`config.mk`:
```
export PLATFORM = sky130hd
export DESIGN_NAME = line_edit_integer_parser_top
export DESIGN_NICKNAME = d
export VERILOG_FILES = /design/src/hw/rtl/lep_pkg.sv /design/src/hw/rtl/lep_ram.sv /design/src/hw/rtl/lep_alu.sv /design/src/hw/rtl/line_edit_integer_parser_top.sv
export SDC_FILE = /design/constraint.sdc
export NUM_CORES = 1
export LEC_CHECK = 0
export BUFFER_PORTS_ARGS = -buffer_cell sky130_fd_sc_hd__buf_2
export CORE_MARGIN = 5
export CORE_UTILIZATION = 40
export DETAILED_ROUTE_END_ITERATION = 7
export GPL_TIMING_DRIVEN = 0
export PLACE_DENSITY_LB_ADDON = 0.05
export SETUP_SLACK_MARGIN = 0.15
export SLEW_MARGIN = 20
export SYNTH_ARGS = -nofsm -noshare
export SYNTH_HDL_FRONTEND = slang
export SYNTH_SLANG_ARGS = --single-unit
```
`constraint.sdc`:
```
create_clock -name aclk -period 10.7 [get_ports aclk]
set_input_delay 0.535 -clock aclk [delete_from_list [all_inputs] [get_ports aclk]]
set_output_delay 0.535 -clock aclk [all_outputs]
set_load 0.02 [all_outputs]
```
`src/hw/rtl/lep_pkg.sv`:
```
// Shared constants, ALU operation codes and character helpers for the line parser.
`timescale 1ns / 1ps
`default_nettype none

package lep_pkg;

    localparam int LINE_DEPTH_DEF = 16;
    localparam int CHAR_W         = 7;
    localparam int VALUE_W        = 16;

    // Character codes
    localparam logic [CHAR_W-1:0] CH_NUL   = 7'h00;
    localparam logic [CHAR_W-1:0] CH_BS    = 7'h08;
    localparam logic [CHAR_W-1:0] CH_TAB   = 7'h09;
    localparam logic [CHAR_W-1:0] CH_CR    = 7'h0D;
    localparam logic [CHAR_W-1:0] CH_SPACE = 7'h20;
    localparam logic [CHAR_W-1:0] CH_PLUS  = 7'h2B;
    localparam logic [CHAR_W-1:0] CH_MINUS = 7'h2D;
    localparam logic [CHAR_W-1:0] CH_ZERO  = 7'h30;
    localparam logic [CHAR_W-1:0] CH_NINE  = 7'h39;
    localparam logic [CHAR_W-1:0] CH_UA    = 7'h41;
    localparam logic [CHAR_W-1:0] CH_UH    = 7'h48;
    localparam logic [CHAR_W-1:0] CH_UX    = 7'h58;
    localparam logic [CHAR_W-1:0] CH_UZ    = 7'h5A;
    localparam logic [CHAR_W-1:0] CH_LA    = 7'h61;
    localparam logic [CHAR_W-1:0] CH_LH    = 7'h68;
    localparam logic [CHAR_W-1:0] CH_LX    = 7'h78;
    localparam logic [CHAR_W-1:0] CH_LZ    = 7'h7A;

    // Shared arithmetic unit operations
    typedef enum logic [1:0] {
        ALU_MAC10,
        ALU_SHL4,
        ALU_NEG
    } alu_op_t;

    function automatic logic is_digit(input logic [CHAR_W-1:0] c);
        return (c >= CH_ZERO) && (c <= CH_NINE);
    endfunction

    function automatic logic is_blank(input logic [CHAR_W-1:0] c);
        return (c == CH_SPACE) || ((c >= CH_TAB) && (c <= CH_CR));
    endfunction

    // Digit weight in hex mode; any letter counts by case, other characters wrap as code minus '0'
    function automatic logic [VALUE_W-1:0] hex_digit(input logic [CHAR_W-1:0] c);
        logic [VALUE_W-1:0] wide;
        wide = {{(VALUE_W-CHAR_W){1'b0}}, c};
        if ((c >= CH_UA) && (c <= CH_UZ)) begin
            return wide - 16'd55;
        end else if ((c >= CH_LA) && (c <= CH_LZ)) begin
            return wide - 16'd87;
        end else begin
            return wide - 16'd48;
        end
    endfunction

endpackage

`default_nettype wire

```
`src/hw/rtl/lep_ram.sv`:
```
// Generic single-write, single-read RAM with registered read data.
`timescale 1ns / 1ps
`default_nettype none

module lep_ram #(
    parameter int WIDTH  = 7,
    parameter int DEPTH  = 16,
    parameter int ADDR_W = $clog2(DEPTH)
) (
    input  wire logic              aclk,
    input  wire logic              wr_en,
    input  wire logic [ADDR_W-1:0] wr_addr,
    input  wire logic [WIDTH-1:0]  wr_data,
    input  wire logic [ADDR_W-1:0] rd_addr,
    output logic      [WIDTH-1:0]  rd_data
);

    logic [WIDTH-1:0] mem [DEPTH];
    logic [WIDTH-1:0] rd_data_reg;

    // Write on request, read every cycle
    always_ff @(posedge aclk) begin
        if (wr_en) begin
            mem[wr_addr] <= wr_data;
        end
        rd_data_reg <= mem[rd_addr];
    end

    assign rd_data = rd_data_reg;

endmodule

`default_nettype wire

```
`src/hw/rtl/lep_alu.sv`:
```
// Shared 16-bit arithmetic unit: decimal accumulate, hex shift-in and negate.
`timescale 1ns / 1ps
`default_nettype none

module lep_alu
    import lep_pkg::*;
(
    input  wire alu_op_t            op,
    input  wire logic [VALUE_W-1:0] acc,
    input  wire logic [VALUE_W-1:0] digit,
    output logic      [VALUE_W-1:0] result
);

    // All results wrap modulo 2^16
    always_comb begin
        case (op)
            ALU_MAC10: result = (acc << 3) + (acc << 1) + digit;
            ALU_SHL4:  result = (acc << 4) + digit;
            ALU_NEG:   result = 16'd0 - acc;
            default:   result = acc;
        endcase
    end

endmodule

`default_nettype wire

```
`src/hw/rtl/line_edit_integer_parser_top.sv`:
```
// Top level of the line-editing integer parser: line store, sequencer and output register.
//
//  Channel  | Dir | Handshake          | Payload
//  ---------+-----+--------------------+--------------------------------------------
//  s_       | in  | s_tvalid/s_tready  | s_tdata[6:0] rx_char
//  m_       | out | m_tvalid/m_tready  | m_tdata[15:0] value, m_tdata[16] empty_line
//
// An ordinary character or backspace is taken without a stall. After a carriage return
// s_tready stays low while the single read port of the line store is walked once to
// find length, sign and prefix, then again over the characters left after sign and
// prefix to feed the shared ALU, with an optional negation step at the end.
// aresetn is synchronous; it empties the line and drops any pending result.
// s_tready is low while a line is parsed and while a result waits behind a full
// output register; m_tdata holds steady while m_tvalid is stalled.
`timescale 1ns / 1ps
`default_nettype none

module line_edit_integer_parser_top
    import lep_pkg::*;
#(
    parameter int LINE_DEPTH = LINE_DEPTH_DEF
) (
    input  wire logic        aclk,
    input  wire logic        aresetn,
    input  wire logic        s_tvalid,
    output logic             s_tready,
    input  wire logic [7:0]  s_tdata,   // [6:0] rx_char, [7] unused
    output logic             m_tvalid,
    input  wire logic        m_tready,
    output logic      [23:0] m_tdata    // [15:0] value, [16] empty_line, [23:17] zero
);

    localparam int AW = $clog2(LINE_DEPTH);
    localparam int CW = $clog2(LINE_DEPTH + 1);

    typedef enum logic [2:0] {
        ST_IDLE,
        ST_SCAN,
        ST_SETUP,
        ST_PARSE,
        ST_FIX,
        ST_OUT
    } state_t;

    typedef enum logic [1:0] {
        DEC_BLANK,
        DEC_DIGIT,
        DEC_STOP
    } dec_phase_t;

    state_t              state_reg,   state_next;
    dec_phase_t          phase_reg,   phase_next;
    logic [CW-1:0]       fill_reg,    fill_next;
    logic [CW-1:0]       idx_reg,     idx_next;
    logic [CW-1:0]       end_reg,     end_next;
    logic [CW-1:0]       len_reg,     len_next;
    logic [CW-1:0]       rd_idx_reg,  rd_idx_next;
    logic                rd_valid_reg, rd_valid_next;
    logic                nul_reg,     nul_next;
    logic [CHAR_W-1:0]   c0_reg,      c0_next;
    logic [CHAR_W-1:0]   c1_reg,      c1_next;
    logic [CHAR_W-1:0]   c2_reg,      c2_next;
    logic [CHAR_W-1:0]   last_reg,    last_next;
    logic                minus_reg,   minus_next;
    logic                hex_reg,     hex_next;
    logic                dec_neg_reg, dec_neg_next;
    logic                empty_reg,   empty_next;
    logic [VALUE_W-1:0]  acc_reg,     acc_next;
    logic                m_valid_reg, m_valid_next;
    logic [VALUE_W-1:0]  m_value_reg, m_value_next;
    logic                m_empty_reg, m_empty_next;

    logic                s_acc;
    logic [CHAR_W-1:0]   rx_char;
    logic                wr_en;
    logic                issue;
    logic [CHAR_W-1:0]   rd_char;
    alu_op_t             alu_op;
    logic [VALUE_W-1:0]  alu_digit;
    logic [VALUE_W-1:0]  alu_result;

    // Setup decode
    logic                p_minus;
    logic [CHAR_W-1:0]   ch_p;
    logic [CHAR_W-1:0]   ch_p1;
    logic                pfx;
    logic [1:0]          pos2;
    logic [CW-1:0]       pos;
    logic                trail_h;

    assign rx_char  = s_tdata[CHAR_W-1:0];
    assign s_tready = (state_reg == ST_IDLE);
    assign s_acc    = s_tvalid && s_tready;
    assign wr_en    = s_acc && (rx_char != CH_CR) && (rx_char != CH_BS) &&
                      (fill_reg < CW'(LINE_DEPTH));

    assign issue = ((state_reg == ST_SCAN) && (idx_reg < fill_reg) && !nul_reg) ||
                   ((state_reg == ST_PARSE) && (idx_reg < end_reg));

    lep_ram #(
        .WIDTH (CHAR_W),
        .DEPTH (LINE_DEPTH),
        .ADDR_W(AW)
    ) u_lep_ram (
        .aclk   (aclk),
        .wr_en  (wr_en),
        .wr_addr(fill_reg[AW-1:0]),
        .wr_data(rx_char),
        .rd_addr(idx_reg[AW-1:0]),
        .rd_data(rd_char)
    );

    // Pick the ALU operation for the current step
    always_comb begin
        if (state_reg == ST_FIX) begin
            alu_op = ALU_NEG;
        end else if (hex_reg) begin
            alu_op = ALU_SHL4;
        end else begin
            alu_op = ALU_MAC10;
        end
        alu_digit = hex_reg ? hex_digit(rd_char)
                            : ({{(VALUE_W-CHAR_W){1'b0}}, rd_char} - 16'd48);
    end

    lep_alu u_lep_alu (
        .op    (alu_op),
        .acc   (acc_reg),
        .digit (alu_digit),
        .result(alu_result)
    );

    // Decode sign, prefix and trailing hex marker from the first pass
    always_comb begin
        p_minus = (len_reg != '0) && (c0_reg == CH_MINUS);
        ch_p    = p_minus ? c1_reg : c0_reg;
        ch_p1   = p_minus ? c2_reg : c1_reg;
        pfx     = (p_minus ? (len_reg > CW'(2)) : (len_reg > CW'(1))) &&
                  (ch_p == CH_ZERO) && ((ch_p1 == CH_LX) || (ch_p1 == CH_UX));
        pos2    = {pfx, p_minus};
        pos     = CW'(pos2);
        trail_h = (last_reg == CH_LH) || (last_reg == CH_UH);
    end

    // Sequencer next-state logic
    always_comb begin
        state_next    = state_reg;
        phase_next    = phase_reg;
        fill_next     = fill_reg;
        idx_next      = idx_reg;
        end_next      = end_reg;
        len_next      = len_reg;
        rd_idx_next   = idx_reg;
        rd_valid_next = issue;
        nul_next      = nul_reg;
        c0_next       = c0_reg;
        c1_next       = c1_reg;
        c2_next       = c2_reg;
        last_next     = last_reg;
        minus_next    = minus_reg;
        hex_next      = hex_reg;
        dec_neg_next  = dec_neg_reg;
        empty_next    = empty_reg;
        acc_next      = acc_reg;
        m_value_next  = m_value_reg;
        m_empty_next  = m_empty_reg;
        m_valid_next  = m_valid_reg && !m_tready;

        if (issue) begin
            idx_next = idx_reg + CW'(1);
        end

        case (state_reg)
            ST_IDLE: begin
                if (s_acc) begin
                    if (rx_char == CH_CR) begin
                        idx_next   = '0;
                        len_next   = '0;
                        nul_next   = 1'b0;
                        state_next = ST_SCAN;
                    end else if (rx_char == CH_BS) begin
                        if (fill_reg != '0) begin
                            fill_next = fill_reg - CW'(1);
                        end
                    end else if (wr_en) begin
                        fill_next = fill_reg + CW'(1);
                    end
                end
            end
            ST_SCAN: begin
                // Find the text length and keep the head and tail characters
                if (rd_valid_reg && !nul_reg) begin
                    if (rd_char == CH_NUL) begin
                        nul_next = 1'b1;
                    end else begin
                        len_next  = rd_idx_reg + CW'(1);
                        last_next = rd_char;
                        if (rd_idx_reg == CW'(0)) begin
                            c0_next = rd_char;
                        end
                        if (rd_idx_reg == CW'(1)) begin
                            c1_next = rd_char;
                        end
                        if (rd_idx_reg == CW'(2)) begin
                            c2_next = rd_char;
                        end
                    end
                end
                if (!issue && !rd_valid_reg) begin
                    fill_next  = '0;
                    state_next = ST_SETUP;
                end
            end
            ST_SETUP: begin
                minus_next = p_minus;
                if (len_reg <= pos) begin
                    empty_next = 1'b1;
                    acc_next   = '1;
                    state_next = ST_OUT;
                end else begin
                    empty_next   = 1'b0;
                    hex_next     = pfx || trail_h;
                    idx_next     = pos;
                    end_next     = trail_h ? (len_reg - CW'(1)) : len_reg;
                    acc_next     = '0;
                    dec_neg_next = 1'b0;
                    phase_next   = DEC_BLANK;
                    state_next   = ST_PARSE;
                end
            end
            ST_PARSE: begin
                // Feed each returned character through the shared ALU
                if (rd_valid_reg) begin
                    if (hex_reg) begin
                        acc_next = alu_result;
                    end else begin
                        case (phase_reg)
                            DEC_BLANK: begin
                                if (is_blank(rd_char)) begin
                                    phase_next = DEC_BLANK;
                                end else if ((rd_char == CH_PLUS) ||
                                             (rd_char == CH_MINUS)) begin
                                    dec_neg_next = (rd_char == CH_MINUS);
                                    phase_next   = DEC_DIGIT;
                                end else if (is_digit(rd_char)) begin
                                    acc_next   = alu_result;
                                    phase_next = DEC_DIGIT;
                                end else begin
                                    phase_next = DEC_STOP;
                                end
                            end
                            DEC_DIGIT: begin
                                if (is_digit(rd_char)) begin
                                    acc_next = alu_result;
                                end else begin
                                    phase_next = DEC_STOP;
                                end
                            end
                            default: begin
                                phase_next = DEC_STOP;
                            end
                        endcase
                    end
                end
                if (!issue && !rd_valid_reg) begin
                    state_next = (minus_reg ^ dec_neg_reg) ? ST_FIX : ST_OUT;
                end
            end
            ST_FIX: begin
                acc_next   = alu_result;
                state_next = ST_OUT;
            end
            ST_OUT: begin
                // Load the output register once it is free
                if (!m_valid_reg || m_tready) begin
                    m_valid_next = 1'b1;
                    m_value_next = acc_reg;
                    m_empty_next = empty_reg;
                    state_next   = ST_IDLE;
                end
            end
            default: begin
                state_next = ST_IDLE;
            end
        endcase
    end

    // Hold state and registered outputs
    always_ff @(posedge aclk) begin
        if (!aresetn) begin
            state_reg    <= ST_IDLE;
            fill_reg     <= '0;
            rd_valid_reg <= 1'b0;
            nul_reg      <= 1'b0;
            m_valid_reg  <= 1'b0;
        end else begin
            state_reg    <= state_next;
            fill_reg     <= fill_next;
            rd_valid_reg <= rd_valid_next;
            nul_reg      <= nul_next;
            m_valid_reg  <= m_valid_next;
        end
        phase_reg   <= phase_next;
        idx_reg     <= idx_next;
        end_reg     <= end_next;
        len_reg     <= len_next;
        rd_idx_reg  <= rd_idx_next;
        c0_reg      <= c0_next;
        c1_reg      <= c1_next;
        c2_reg      <= c2_next;
        last_reg    <= last_next;
        minus_reg   <= minus_next;
        hex_reg     <= hex_next;
        dec_neg_reg <= dec_neg_next;
        empty_reg   <= empty_next;
        acc_reg     <= acc_next;
        m_value_reg <= m_value_next;
        m_empty_reg <= m_empty_next;
    end

    assign m_tvalid = m_valid_reg;
    assign m_tdata  = {7'd0, m_empty_reg, m_value_reg};

endmodule

`default_nettype wire

```
==> results, run 1 <==
- The delay of the slowest critical-path stage is 0.75 ns.
- The HPWL after detailed placement is 19.4 mm.
- Of the synthesized area, sequential elements account for 0.546.
- Measured against its own limit, the worst slew margin works out to 0.379.
- The post-route non-filler standard cell count is 1385.
- OpenSTA, run right after detailed placement, puts the worst setup slack at 5.33 ns.
- The clock period could shrink to 5.47 ns.
- At the pin with the least slew margin, the transition time is 0.931 ns.
- Among all flip-flop cells after synthesis, the most frequent one is edfxtp_1.
- In this run the most critical hold path is launched from aresetn.
- In this run the worst path has a maximum fanout of 14.
- In this run the number of H-tree levels came out at 1.
- Of the total power, the share spent switching nets is 0.403.
- The initial antenna violation count is 0.
- The congestion estimate from routability-driven global placement came to 0.795.
- The horizontal die dimension is 178 microns.
- TritonCTS built the clock tree.
- The detail-routed via count per cell is 5.24.
- The count of nets left with antenna violations once routing finished came out at 0.
- Measured along the y axis, the die boundary spans 178 microns.
- The total I/O pin count is 38.
- The run finished with clean final reports.
- The share of total power dissipated in combinational logic is 0.481.
- The hold violation count in the final report came to 0.
- The mean routed wirelength per cell is 19.6 microns.
- The cell at the root of the clock tree is clkbuf_16.
- The synthesized flop and latch total is 215.
- Row generation in the floorplan step produced 61 rows.
- The net switching power of the design is 1500 uW.
- The first global-routing pass estimated 42.8 mm of wire.
- Of the cells placed in the final design, the portion with a size suffix greater than 1 is 0.119.
- By startpoint and endpoint, the worst setup path is classified as flop to flop.
- The total track usage is 0.175.
- The share of total power dissipated in the clock network is 0.215.
- Traced cell by cell, the critical path runs through inv_1, ha_1, nand2_1, nand3_1, o22ai_2, a21oi_4, nor2b_1, xnor2_1, fa_1, inv_1, ha_1, a211oi_1, nor2_1, o41a_1, o41ai_1, o21a_1, xnor2_1, mux2i_1, a221oi_1.
- The effective utilization at floorplan is 0.406.
- Post-CTS repair changed the size of 0 cells.
- In this run the power density over the cells is 292 nW/um^2.
- Counting distinct cell types in the post-synthesis netlist gives 77.
- Internal power comes to 2220 uW.
- In this run the standard cell core region covers 27900 sq um.
- The max-capacitance violation count is 0.
- Setup total negative slack on the finished layout was measured at 0 ns.
- In this run the mean area of a mapped cell was 12.2 sq um.
- The startpoint identified for the worst register-to-register timing path is u_lep_ram.rd_data[4].
- The data required time at the worst endpoint is 11.02 ns.
- Summed over all instances, the cell type with the most area after synthesis is edfxtp_1.
- Setup repair after global routing left no endpoint under its margin.
- Setup slack closes at 5.23 ns.
- The via count of the first global-routing pass came to 7225.
- The detailed-route via count is 7256.
- The total clock buffers created by CTS is 24.
- The final period utilization is 0.511.
- The peak supply drop is 133 uV.
- For this design, the slowest cell found on the critical path is dfxtp_1.
- The worst setup path is captured at a flop.
- The count of input and output buffers is 29.
- The growth of design area from synthesis to finish is 12.6%.
- The start point of the critical path is u_lep_ram.rd_data[4].
- The top cell type's share of synthesized area is 0.496.
- The post-placement cell count is 1341.
- The DRC violation total after the first TritonRoute iteration is 571.
- The maximum number of pins on one net before global-route repair is 23.
- For the final database, setup skew stands at 0.00848 ns.
- The post-CTS setup-driven buffer insertion count is 0.
- The sum of buffers and inverters on the critical path is 2.
- STA puts the critical path data arrival time at 5.79 ns.
- Ranked by total cell area, the synthesized netlist is headed by edfxtp_1 50%, ha_1 6.5%, dfxtp_1 5.0%, xnor2_1 3.2%, mux4_2 2.8%.
- The launching element type of the critical path is a flop.
- After detailed routing, the number of remaining DRC violations is 0.
- The type of the worst min-delay path is input pin to flop.
- The number of pins exceeding their max-slew limit in the final report is 0.
- The synthesized design contains 187 enable-type register cells.
- The fraction of synthesis flops using an asynchronous set or reset pin is 0.
- Wires add up to 27.1 mm.
- Setup violations remaining at the end of the flow were counted as 0.
- The share of total power dissipated in sequential elements is 0.305.
- The register with the most flip-flops in the layout has 112 of them.
- The maximum frequency from static timing analysis is 0.183 GHz.
- The CTS sink count is 215.
- The leakage dissipation is 0.00463 uW.
- The number of nets in the finished design is 1075.
- Summing every instance area after synthesis gives 11300 sq um.
- Broken down by cell family, the worst path's largest delay share belongs to compound AO/OA/AOI/OAI gates.
- The antenna diode instance count is 0.
- During synthesis, Yosys emitted a total of 0 warnings.
- The worst-skew pair later-pin latency is 0.52 ns.
- The first-pass detailed-route iteration total is 4.
- The area of the die is 31800 sq um.
- For this design, the CTS-stage hold fixing added 0 buffers.
- Clock-pin slew was measured on the worst setup and hold paths at 0.06 ns.
- The post-synthesis instance total is 927.
- Summed over all layers, the global routing overflow is 0.
- The number of buffers on the longest clock path is 3.
## routing by layer
layer  GRT usage  vias to the layer above  part of all wire
li1            -                     3545                 -
met1       0.245                     3529              0.47
met2       0.291                      144              0.47
met3      0.0254                       38             0.038
met4      0.0374                        0             0.020
met5           0                        -                 0
## area by class of cell
type                       count  area [sq um]
clock buffer                  28           616
buffer                        39           186
timing repair buffer          30           156
fill                        2574         15100
clock inverter                16           138
inverter                      62           233
multi-input combinational    617          4760
tap                          378           473
sequential                   215          6180
## Yosys cell counts (21+ instances only)
cell	number
edfxtp_1	187
nor2_1	69
inv_1	60
ha_1	59
nand2_1	56
a21oi_1	48
xnor2_1	41
o21ai_0	39
dfxtp_1	28
mux2i_1	26
clkbuf_1	22
nand3_1	21
## worst register-to-register path, stage by stage (launching register included)
cell      delay (ns)
dfxtp_1         0.75
inv_1           0.25
ha_1            0.32
nand2_1         0.08
nand3_1         0.09
o22ai_2         0.26
a21oi_4         0.16
nor2b_1         0.18
xnor2_1         0.32
fa_1            0.49
inv_1           0.11
ha_1            0.26
a211oi_1        0.22
nor2_1          0.12
o41a_1          0.35
o41ai_1         0.43
o21a_1          0.24
xnor2_1         0.19
mux2i_1         0.12
a221oi_1        0.36
## cells by family (layout without fill, tap and decap cells)
kind of cell	Yosys count	after routing	synth area share
AOI/OAI and AO/OA	185	185	0.111
xor gates and xnor gates	55	55	0.0432
other	1	7	0.000331
muxes	48	48	0.0591
adders and majority gates	74	74	0.0918
and+or+nand+nor	248	248	0.112
DFF	215	215	0.546
buffers and inverters	101	175	0.0370
## cells in the final DEF (no fill, tap or decap), types with 8 or more instances in the layout
| cell type | instances |
|---|---|
| edfxtp_1 | 187 |
| nor2_1 | 69 |
| inv_1 | 60 |
| ha_1 | 59 |
| nand2_1 | 56 |
| a21oi_1 | 48 |
| xnor2_1 | 41 |
| o21ai_0 | 39 |
| buf_2 | 34 |
| dfxtp_1 | 28 |
| clkbuf_1 | 26 |
| mux2i_1 | 26 |
| clkbuf_16 | 24 |
| nand3_1 | 21 |
| nor3_1 | 17 |
| fa_1 | 15 |
| a211oi_1 | 14 |
| mux4_2 | 14 |
| xor2_1 | 13 |
| a221oi_1 | 13 |
| nand2b_1 | 11 |
| nor2b_1 | 11 |
| a21o_1 | 11 |
| buf_4 | 9 |
| a31oi_1 | 9 |
| nor4_1 | 9 |
| and2_1 | 8 |
| o21a_1 | 8 |
## per-stage QoR
stage,util,instance area (sq um),total power [uW],hold slack [ns]
floorplan,-,11300,2460,0.352
global placement,0.429,12000,2940,0.398
detailed placement,0.430,12000,2930,0.399
CTS,0.457,12700,3750,0.289
global route,0.457,12700,4020,0.312
finish,0.457,12700,3720,0.313
## path summary, 6_finish.rpt
kind | slack [ns] | cells after the start | end
hold reg to reg | 0.40 | 0 | rd_idx_reg[0]
setup / recovery | 5.23 | 19 | acc_reg[13]
setup reg to reg | 5.23 | 19 | acc_reg[13]
hold / removal | 0.31 | 3 | state_reg[0]
## power by group through the flow
| stage | clock network (uW) | registers, uW | logic, uW |
|---|---|---|---|
| 4_1_cts | 819 | 1140 | 1790 |
| 3_5_place_dp | 0 | 1150 | 1780 |
| 5_1_grt | 851 | 1150 | 2020 |
| 6_report | 799 | 1130 | 1790 |
| 3_3_place_gp | 0 | 1160 | 1780 |
| 2_1_floorplan | 0 | 1100 | 1360 |
(Power assumes the default switching activity.)
==> run 2, diff against run 1 <==
ABC_AREA = 1   (was not set)
clock period = 5.3 ns   (was 10.7 ns; I/O delays follow)
==> results, run 2 <==
- The highest metal layer used by the detailed router is met4.
- The tree is rooted in a clkbuf_16.
- The headroom to the max-slew limit is 0.484 (+0.104).
- The final period utilization is 0.863 (+0.352).
- The leakage dissipation was 0.00525 uW (+14%).
- The leading area contributor after synthesis is edfxtp_1.
- The placeable core region came to 28700 sq um (+3.0%).
- The data required time at the worst endpoint is 5.58 ns (-5.44 ns).
- The slew at the pin with the worst max-slew slack came to 0.772 ns (-0.159 ns).
- The number of nets in the finished design is 1352 (+26%).
- The maximum frequency from static timing analysis is 0.219 GHz (+20%).
- The fraction of power consumed by sequential logic was 0.306 (about the same).
- The critical path in this run is classified as flop to flop.
- The total wirelength of the detailed-routed design is 31.4 mm (+16%).
- The number of antenna-violating nets in the routed design was 0 (unchanged).
- The count of fill cells added during filler insertion was 2797 (+8.7%).
- The commonest cells after synthesis are 214 x nand2_1, 187 x edfxtp_1, 129 x inv_1.
- The detail-routed via count per cell is 5.19 (-0.89%).
- The most common cell after layout, fill and taps aside is nand2_1.
- The largest fanout on the critical path is 12 (-2).
- The cell with the most instances on the worst path is nand2_1.
- The critical path capture point type is a flop.
- The post-placement cell count was 1622 (+21%).
- The internal power component was 4070 uW (+83%).
- The proportion of power drawn by the clock network was 0.262 (+0.047).
- The first-pass GRT wire length is 48.9 mm (+14%).
- The horizontal die dimension was 180 microns (+1.2%).
- The final hold slack is 0.0768 ns (-0.237 ns).
- For this design, the slowest cell found on the critical path is dfxtp_1.
- The worst-skew pair later-pin latency is 0.53 ns (about the same).
- The tightest min-delay check is of the input pin to flop type.
- The number of enable flip-flop cells after synthesis came to 187 (unchanged).
- The critical path goes through inv_2, ha_1, nand4_1, nand3_2, nand3_4, o21ai_4, nand2_1, xor2_1, fa_1, ha_1, a21oi_1, nand2_1, nand2_1, nand2_1, a21boi_0, or2_2, a21oi_1, o21ai_0, nand2_1.
- The worst-case clock skew is 0.0188 ns (+0.0103 ns).
- The number of distinct standard cells referenced by the synthesized netlist is 58 (-25%).
- The final number of setup-violating endpoints is 0 (unchanged).
- The maximum number of pins on one net before global-route repair was 19 (-17%).
- The detailed-route via count is 8671 (+20%).
- The post-route non-filler standard cell count was 1670 (+21%).
- The routed metal-1 wire length is 14.2 mm (+11%).
- In the post-synthesis netlist, the cell with the most instances is nand2_1.
- The met2 wire length is 15.0 mm (+18%).
- The peak supply drop is 292 uV (+120%).
- The number of buffers on the longest clock path was 3 (unchanged).
- The register-to-register path setup slack was 0.72 ns (-4.50 ns).
- The CTS sink count is 215 (unchanged).
- The post-CTS setup-driven buffer insertion count is 0 (unchanged).
- The net switching power of the design is 2900 uW (+93%).
- The number of hold-repair buffers added at the cts stage is 0 (unchanged).
- Setup repair after global routing left no endpoint under its margin.
- The cell area after technology mapping is 11600 sq um (+2.6%).
- The count of standard-cell rows is 62 (+1.6%).
- The power share of the combinational group is 0.433 (-0.048).
- The first-pass detailed-route iteration total is 5 (+1).
- The H-tree depth was 1 (unchanged).
- The mean routed wirelength per cell is 18.8 microns (-4.0%).
- The time the worst path needs with I/O delays and setup is 4.58 ns (-0.896 ns).
- The effective utilization at floorplan is 0.404 (-0.00189).
- The accumulated negative setup slack is 0 ns (unchanged).
- The weighted congestion at the end of routability-driven global placement was 0.870 (+9.4%).
- The primary flip-flop cell chosen by synthesis mapping is edfxtp_1.
- The family with the most delay on the worst path is adder cells.
- The initial antenna violation count is 0 (unchanged).
- The arrival time of data at the critical path endpoint was 4.85 ns (-0.94 ns).
- The via count of the first global-routing pass was 8704 (+20%).
- The flow ran to the end, and the final reports show no timing, DRC or antenna violations.
- The total track usage is 0.190 (+0.0151).
- The growth of design area from synthesis to finish is 13.7%.
- The DRC violation total after the first TritonRoute iteration was 698 (+22%).
- The vertical extent of the die was 180 microns (+1.2%).
- The count of input and output buffers was 29 (unchanged).
- The post-synthesis instance total is 1202 (+30%).
- The placed wire-length estimate is 22.5 mm (+16%).
- The antenna diode instance count is 0 (unchanged).
- The top cell type's share of synthesized area is 0.484 (-0.0124).
- The total I/O pin count came to 38 (unchanged).
- The hold violation count in the final report is 0 (unchanged).
- The DRC violations left is 0 (unchanged).
- The switching part of the total is 0.416 (+0.0131).
- The share of final-layout standard cells stronger than drive strength 1 was 0.112 (-0.00719).
- The synthesized flop and latch total is 215 (unchanged).
- TritonCTS built the clock tree.
- The total power of the final layout is 6970 uW (+87%).
- The aggregate global routing overflow came to 0 (unchanged).
- The total clock buffers created by CTS is 26 (+8.3%).
- Leaving out fill and tap cells, the most frequent cells in the layout are 214 x nand2_1, 187 x edfxtp_1, 129 x inv_1.
- The launching element type of the critical path is a flop.
- The fraction of synthesis flops using an asynchronous set or reset pin was 0 (unchanged).
- The routed wire length on met3 was 1.19 mm (+16%).
- The area of the die came to 32500 sq um (+2.4%).
- The delay of the slowest critical-path stage came to 0.76 ns (about the same).
- The sum of buffers and inverters on the critical path is 1 (-1).
- The instance area at placement is 12300 sq um (+2.7%).
- The max-capacitance violation count is 0 (unchanged).
- The clock-pin slew of the registers on the worst-case setup and hold paths is 0.06 ns (about the same).
- The total power divided by cell area came to 528 nW/um^2 (+81%).
- The number of flip-flops under the largest register name is 112 (unchanged).
- The post-route cell area is 13200 sq um (+3.6%).
- The yosys synthesis warning count is 0 (unchanged).
- The total of cells resized after clock tree synthesis is 0 (unchanged).
- The number of pins exceeding their max-slew limit in the final report is 0 (unchanged).
- By area the synthesized netlist is led by edfxtp_1 48%, nand2_1 6.9%, ha_1 6.4%, dfxtp_1 4.8%, inv_1 4.2%.
- The share of the yosys chip area belonging to registers was 0.532 (-0.0136).
- The synthesized area divided by synthesized cell count came to 9.66 sq um (-21%).
-- run 2: cell count changes in the layout (fill, tap and decap cells not counted), moves of 12 or more --
cell,delta
nand2_1,+158
inv_1,+69
nand3_1,+60
nor2_1,+53
xnor2_1,-35
o21ai_0,+28
mux2i_1,-26
nand4_1,+21
inv_2,+19
a21oi_1,+15
a211oi_1,-14
mux4_2,-14
o21ai_1,+12
-- run 2: worst paths after layout --
kind	startpoint	to	cells after the start
max	u_lep_ram.rd_data[4]	acc_reg[11]	19
min reg2reg	idx_reg[3]	rd_idx_reg[3]	0
max reg2reg	u_lep_ram.rd_data[4]	acc_reg[11]	19
min	aresetn	fill_reg[3]	3
-- run 2: final cells by class --
type                       count  area [sq um]  share of cell area
buffer                        31           159              0.0120
inverter                     150           563              0.0427
multi-input combinational    812          4770               0.362
timing repair buffer          30           156              0.0119
clock buffer                  32           714              0.0542
sequential                   215          6180               0.468
tap                          384           480              0.0364
clock inverter                16           173              0.0131
-- run 2: power groups by stage --
stage | Sequential (uW) | Combinational (uW) | Clock, uW
2_1_floorplan | 2070 | 2160 | 0
3_3_place_gp | 2170 | 2980 | 0
3_5_place_dp | 2170 | 2980 | 0
4_1_cts | 2130 | 2990 | 1860
5_1_grt | 2150 | 3410 | 1930
6_report | 2130 | 3010 | 1820
-- run 2: per-layer routing --
layer / vias up / GRT usage
li1: 4307 / -
met1: 4093 / 0.251
met2: 213 / 0.329
met3: 58 / 0.0210
met4: 0 / 0.0611
met5: - / 0
-- run 2: kinds of logic after synthesis --
| kind of cell | count (synthesis) | synth area share |
|---|---|---|
| other | 1 | 0.000323 |
| xor gates and xnor gates | 18 | 0.0142 |
| and+or+nand+nor | 505 | 0.196 |
| buffers and inverters | 181 | 0.0622 |
| DFF | 215 | 0.532 |
| AOI/OAI and AO/OA | 208 | 0.105 |
| adders and majority gates | 74 | 0.0895 |
-- run 2: worst register-to-register path: stages, from the launching register on --
cell and delay [ns]:
dfxtp_1 0.76, inv_2 0.15, ha_1 0.29, nand4_1 0.13, nand3_2 0.13, nand3_4 0.17
o21ai_4 0.11, nand2_1 0.09, xor2_1 0.29, fa_1 0.47, ha_1 0.35, a21oi_1 0.15
nand2_1 0.10, nand2_1 0.07, nand2_1 0.09, a21boi_0 0.44, or2_2 0.20, a21oi_1 0.06
o21ai_0 0.21, nand2_1 0.07
-- run 2: per-stage QoR --
stage | setup WS [ns] | util
2_1_floorplan | 1.73 | -
3_3_place_gp | 0.743 | 0.427
3_5_place_dp | 0.760 | 0.429
4_1_cts | 0.759 | 0.459
5_1_grt | 0.235 | 0.460
6_report | 0.724 | 0.460
==> run 3, diff against run 2 <==
CTS_BUF_LIST = sky130_fd_sc_hd__clkbuf_8   (was not set)
==> results, run 3 (synthesis gave the netlist of run 2 again) <==
- The standard cell with the maximum stage delay on the critical path is dfxtp_1.
- Compared with the post-synthesis result, the final layout area differs by 12.5%.
- The post-route non-filler standard cell count is 1694 (+1.4%).
- The total stage count of the critical path was 19 (unchanged).
- The cell at the root of the clock tree is clkbuf_8.
- In this run the worst setup path begins at u_lep_ram.rd_data[4].
- The delay of the slowest critical-path stage is 0.76 ns (about the same).
- The maximum number of pins on one net before global-route repair came to 19 (unchanged).
- The placeable core region is 28700 sq um (unchanged).
- The number of antenna-violating nets in the routed design is 0 (unchanged).
- The worst register-to-register path begins at u_lep_ram.rd_data[4].
- The number of flip-flops under the largest register name is 112 (unchanged).
- STA classifies the critical path endpoint as a flop.
- The vertical extent of the die is 180 microns (unchanged).
- The time the worst path needs with I/O delays and setup is 4.57 ns (-0.00520 ns).
- The DRC violations left is 0 (unchanged).
- The mean routed wirelength per cell is 18.8 microns (about the same).
- The post-placement cell count is 1622 (unchanged).
- The number of hold-repair buffers added at the cts stage is 0 (unchanged).
- The multi-input combinational cell area is 4770 sq um (unchanged).
- Leaving out fill and tap cells, the most frequent cell in the layout is nand2_1.
- The effective utilization at floorplan is 0.404 (unchanged).
- The accumulated negative setup slack came to 0 ns (unchanged).
- The clock-pin slew of the registers on the worst-case setup and hold paths is 0.06 ns (about the same).
- The area of the die is 32500 sq um (unchanged).
- The detailed-route via count was 8729 (+0.67%).
- The peak supply drop is 221 uV (-24%).
- The slew at the pin with the worst max-slew slack is 0.780 ns (+0.00822 ns).
- The area taken by flip-flops and latches is 6180 sq um (unchanged).
- The clock tree from TritonCTS is done.
- The DRC violation total after the first TritonRoute iteration is 697 (-0.14%).
- The data required time at the worst endpoint is 5.59 ns (about the same).
- The post-CTS setup-driven buffer insertion count is 0 (unchanged).
- The maximum frequency from static timing analysis is 0.219 GHz (+0.11%).
- The via count of the first global-routing pass is 8806 (+1.2%).
- The sum of buffers and inverters on the critical path is 1 (unchanged).
- The leakage dissipation was 0.00528 uW (+0.51%).
- The aggregate global routing overflow is 0 (unchanged).
- The count of fill cells added during filler insertion came to 2854 (+2.0%).
- The count of standard-cell rows came to 62 (unchanged).
- The number of nets in the finished design is 1366 (+1.0%).
- The total track usage is 0.193 (+0.00332).
- The count of cells along the worst register-to-register path came to 19 (unchanged).
- The final period utilization was 0.862 (-0.000981).
- The placed wire-length estimate is 22.5 mm (unchanged).
- The final number of setup-violating endpoints is 0 (unchanged).
- The total wirelength of the detailed-routed design is 31.8 mm (+1.4%).
- The weighted congestion at the end of routability-driven global placement is 0.870 (unchanged).
- The arrival time of data at the critical path endpoint is 4.86 ns (about the same).
- The initial antenna violation count came to 0 (unchanged).
- The min-delay analysis places its worst path in the category input pin to flop.
- The detail-routed via count per cell is 5.15 (-0.76%).
- The count of input and output buffers is 29 (unchanged).
- The total of cells resized after clock tree synthesis is 0 (unchanged).
- The total I/O pin count was 38 (unchanged).
- The share of final-layout standard cells stronger than drive strength 1 was 0.114 (+0.00177).
- The headroom to the max-slew limit was 0.478 (-0.00550).
- The cell with the most instances on the worst path is nand2_1.
- The worst-case clock skew is 0.0287 ns (+0.00984 ns).
- The number of buffers on the longest clock path is 3 (unchanged).
- The H-tree depth is 2 (+1).
- The number of pins exceeding their max-slew limit in the final report is 0 (unchanged).
- The critical path is of the flop to flop type.
- Among cell families on the critical path, the largest total delay comes from adder cells.
- The total clock buffers created by CTS came to 40 (+54%).
- The worst slack after detailed placement was 0.760 ns (unchanged).
- The first-pass GRT wire length is 49.4 mm (+0.97%).
- Setup repair after global routing left no endpoint under its margin.
- The hold violation count in the final report came to 0 (unchanged).
- The horizontal die dimension is 180 microns (unchanged).
- The antenna diode instance count is 0 (unchanged).
- The total power divided by cell area was 509 nW/um^2 (-3.6%).
- The critical path goes through inv_2, ha_1, nand4_1, nand3_2, nand3_4, o21ai_4, nand2_1, xor2_1, fa_1, ha_1, a21oi_1, nand2_1, nand2_1, nand2_1, a21boi_0, or2_2, a21oi_1, o21ai_0, nand2_1.
- The startpoint identified for the worst hold timing path is aresetn.
- The minimum setup slack in the final design was 0.729 ns (+0.00520 ns).
- The largest fanout on the critical path is 12 (unchanged).
- The launching element type of the critical path is a flop.
- The top cell types in the final layout, fill and taps aside, are 214 x nand2_1, 187 x edfxtp_1, 149 x inv_1.
- The max-capacitance violation count was 0 (unchanged).
- The worst-skew pair later-pin latency is 0.56 ns (+0.03 ns).
- The final core utilization was 0.455 (-0.00484).
- The worst hold path cell count is 3 (unchanged).
- The CTS sink count is 215 (unchanged).
- The first-pass detailed-route iteration total is 5 (unchanged).
- The flow ran to the end, and the final reports show no timing, DRC or antenna violations.
==> run 3: where the power goes <==
part,internal [uW],switching (uW),total (uW)
sequential,1950,180,2130
clock,791,715,1510
combinational,1010,1990,3010
==> run 3: cell type report <==
type                            instances  area share
Buffer                                 31      0.0122
Clock buffer                           42      0.0443
Clock inverter                         30      0.0130
Inverter                              150      0.0431
Multi-Input combinational cell        812       0.365
Sequential cell                       215       0.473
Tap cell                              384      0.0368
Timing Repair Buffer                   30      0.0120
==> run 3: final timing paths <==
kind	endpoint	slack (ns)
setup / recovery	acc_reg[11]	0.73
hold / removal	fill_reg[3]	0.05
setup reg to reg	acc_reg[11]	0.73
hold reg to reg	rd_idx_reg[3]	0.46
==> run 3: stage by stage <==
stage                     instance area, sq um  total power [uW]  hold WS (ns)
after floorplan                          11600              4230         0.364
after global placement                   12300              5150         0.446
after detailed placement                 12300              5150         0.446
after CTS                                13000              6680        0.0260
after global routing                     13100              7200        0.0221
final                                    13100              6640        0.0527
==> run 3: worst reg2reg max path, cell delays in order, from the launching register on <==
cell      delay, ns
dfxtp_1        0.76
inv_2          0.15
ha_1           0.29
nand4_1        0.13
nand3_2        0.13
nand3_4        0.17
o21ai_4        0.11
nand2_1        0.09
xor2_1         0.29
fa_1           0.47
ha_1           0.35
a21oi_1        0.15
nand2_1        0.10
nand2_1        0.07
nand2_1        0.09
a21boi_0       0.44
or2_2          0.20
a21oi_1        0.06
o21ai_0        0.21
nand2_1        0.07
==> run 3: layer usage <==
layer	global-route usage	routed length, microns	share of wire	vias up
li1	-	-	-	4334
met1	0.251	14300	0.45	4138
met2	0.334	15300	0.48	201
met3	0.0301	1430	0.045	56
met4	0.0590	778	0.024	0
met5	0	0	0	-
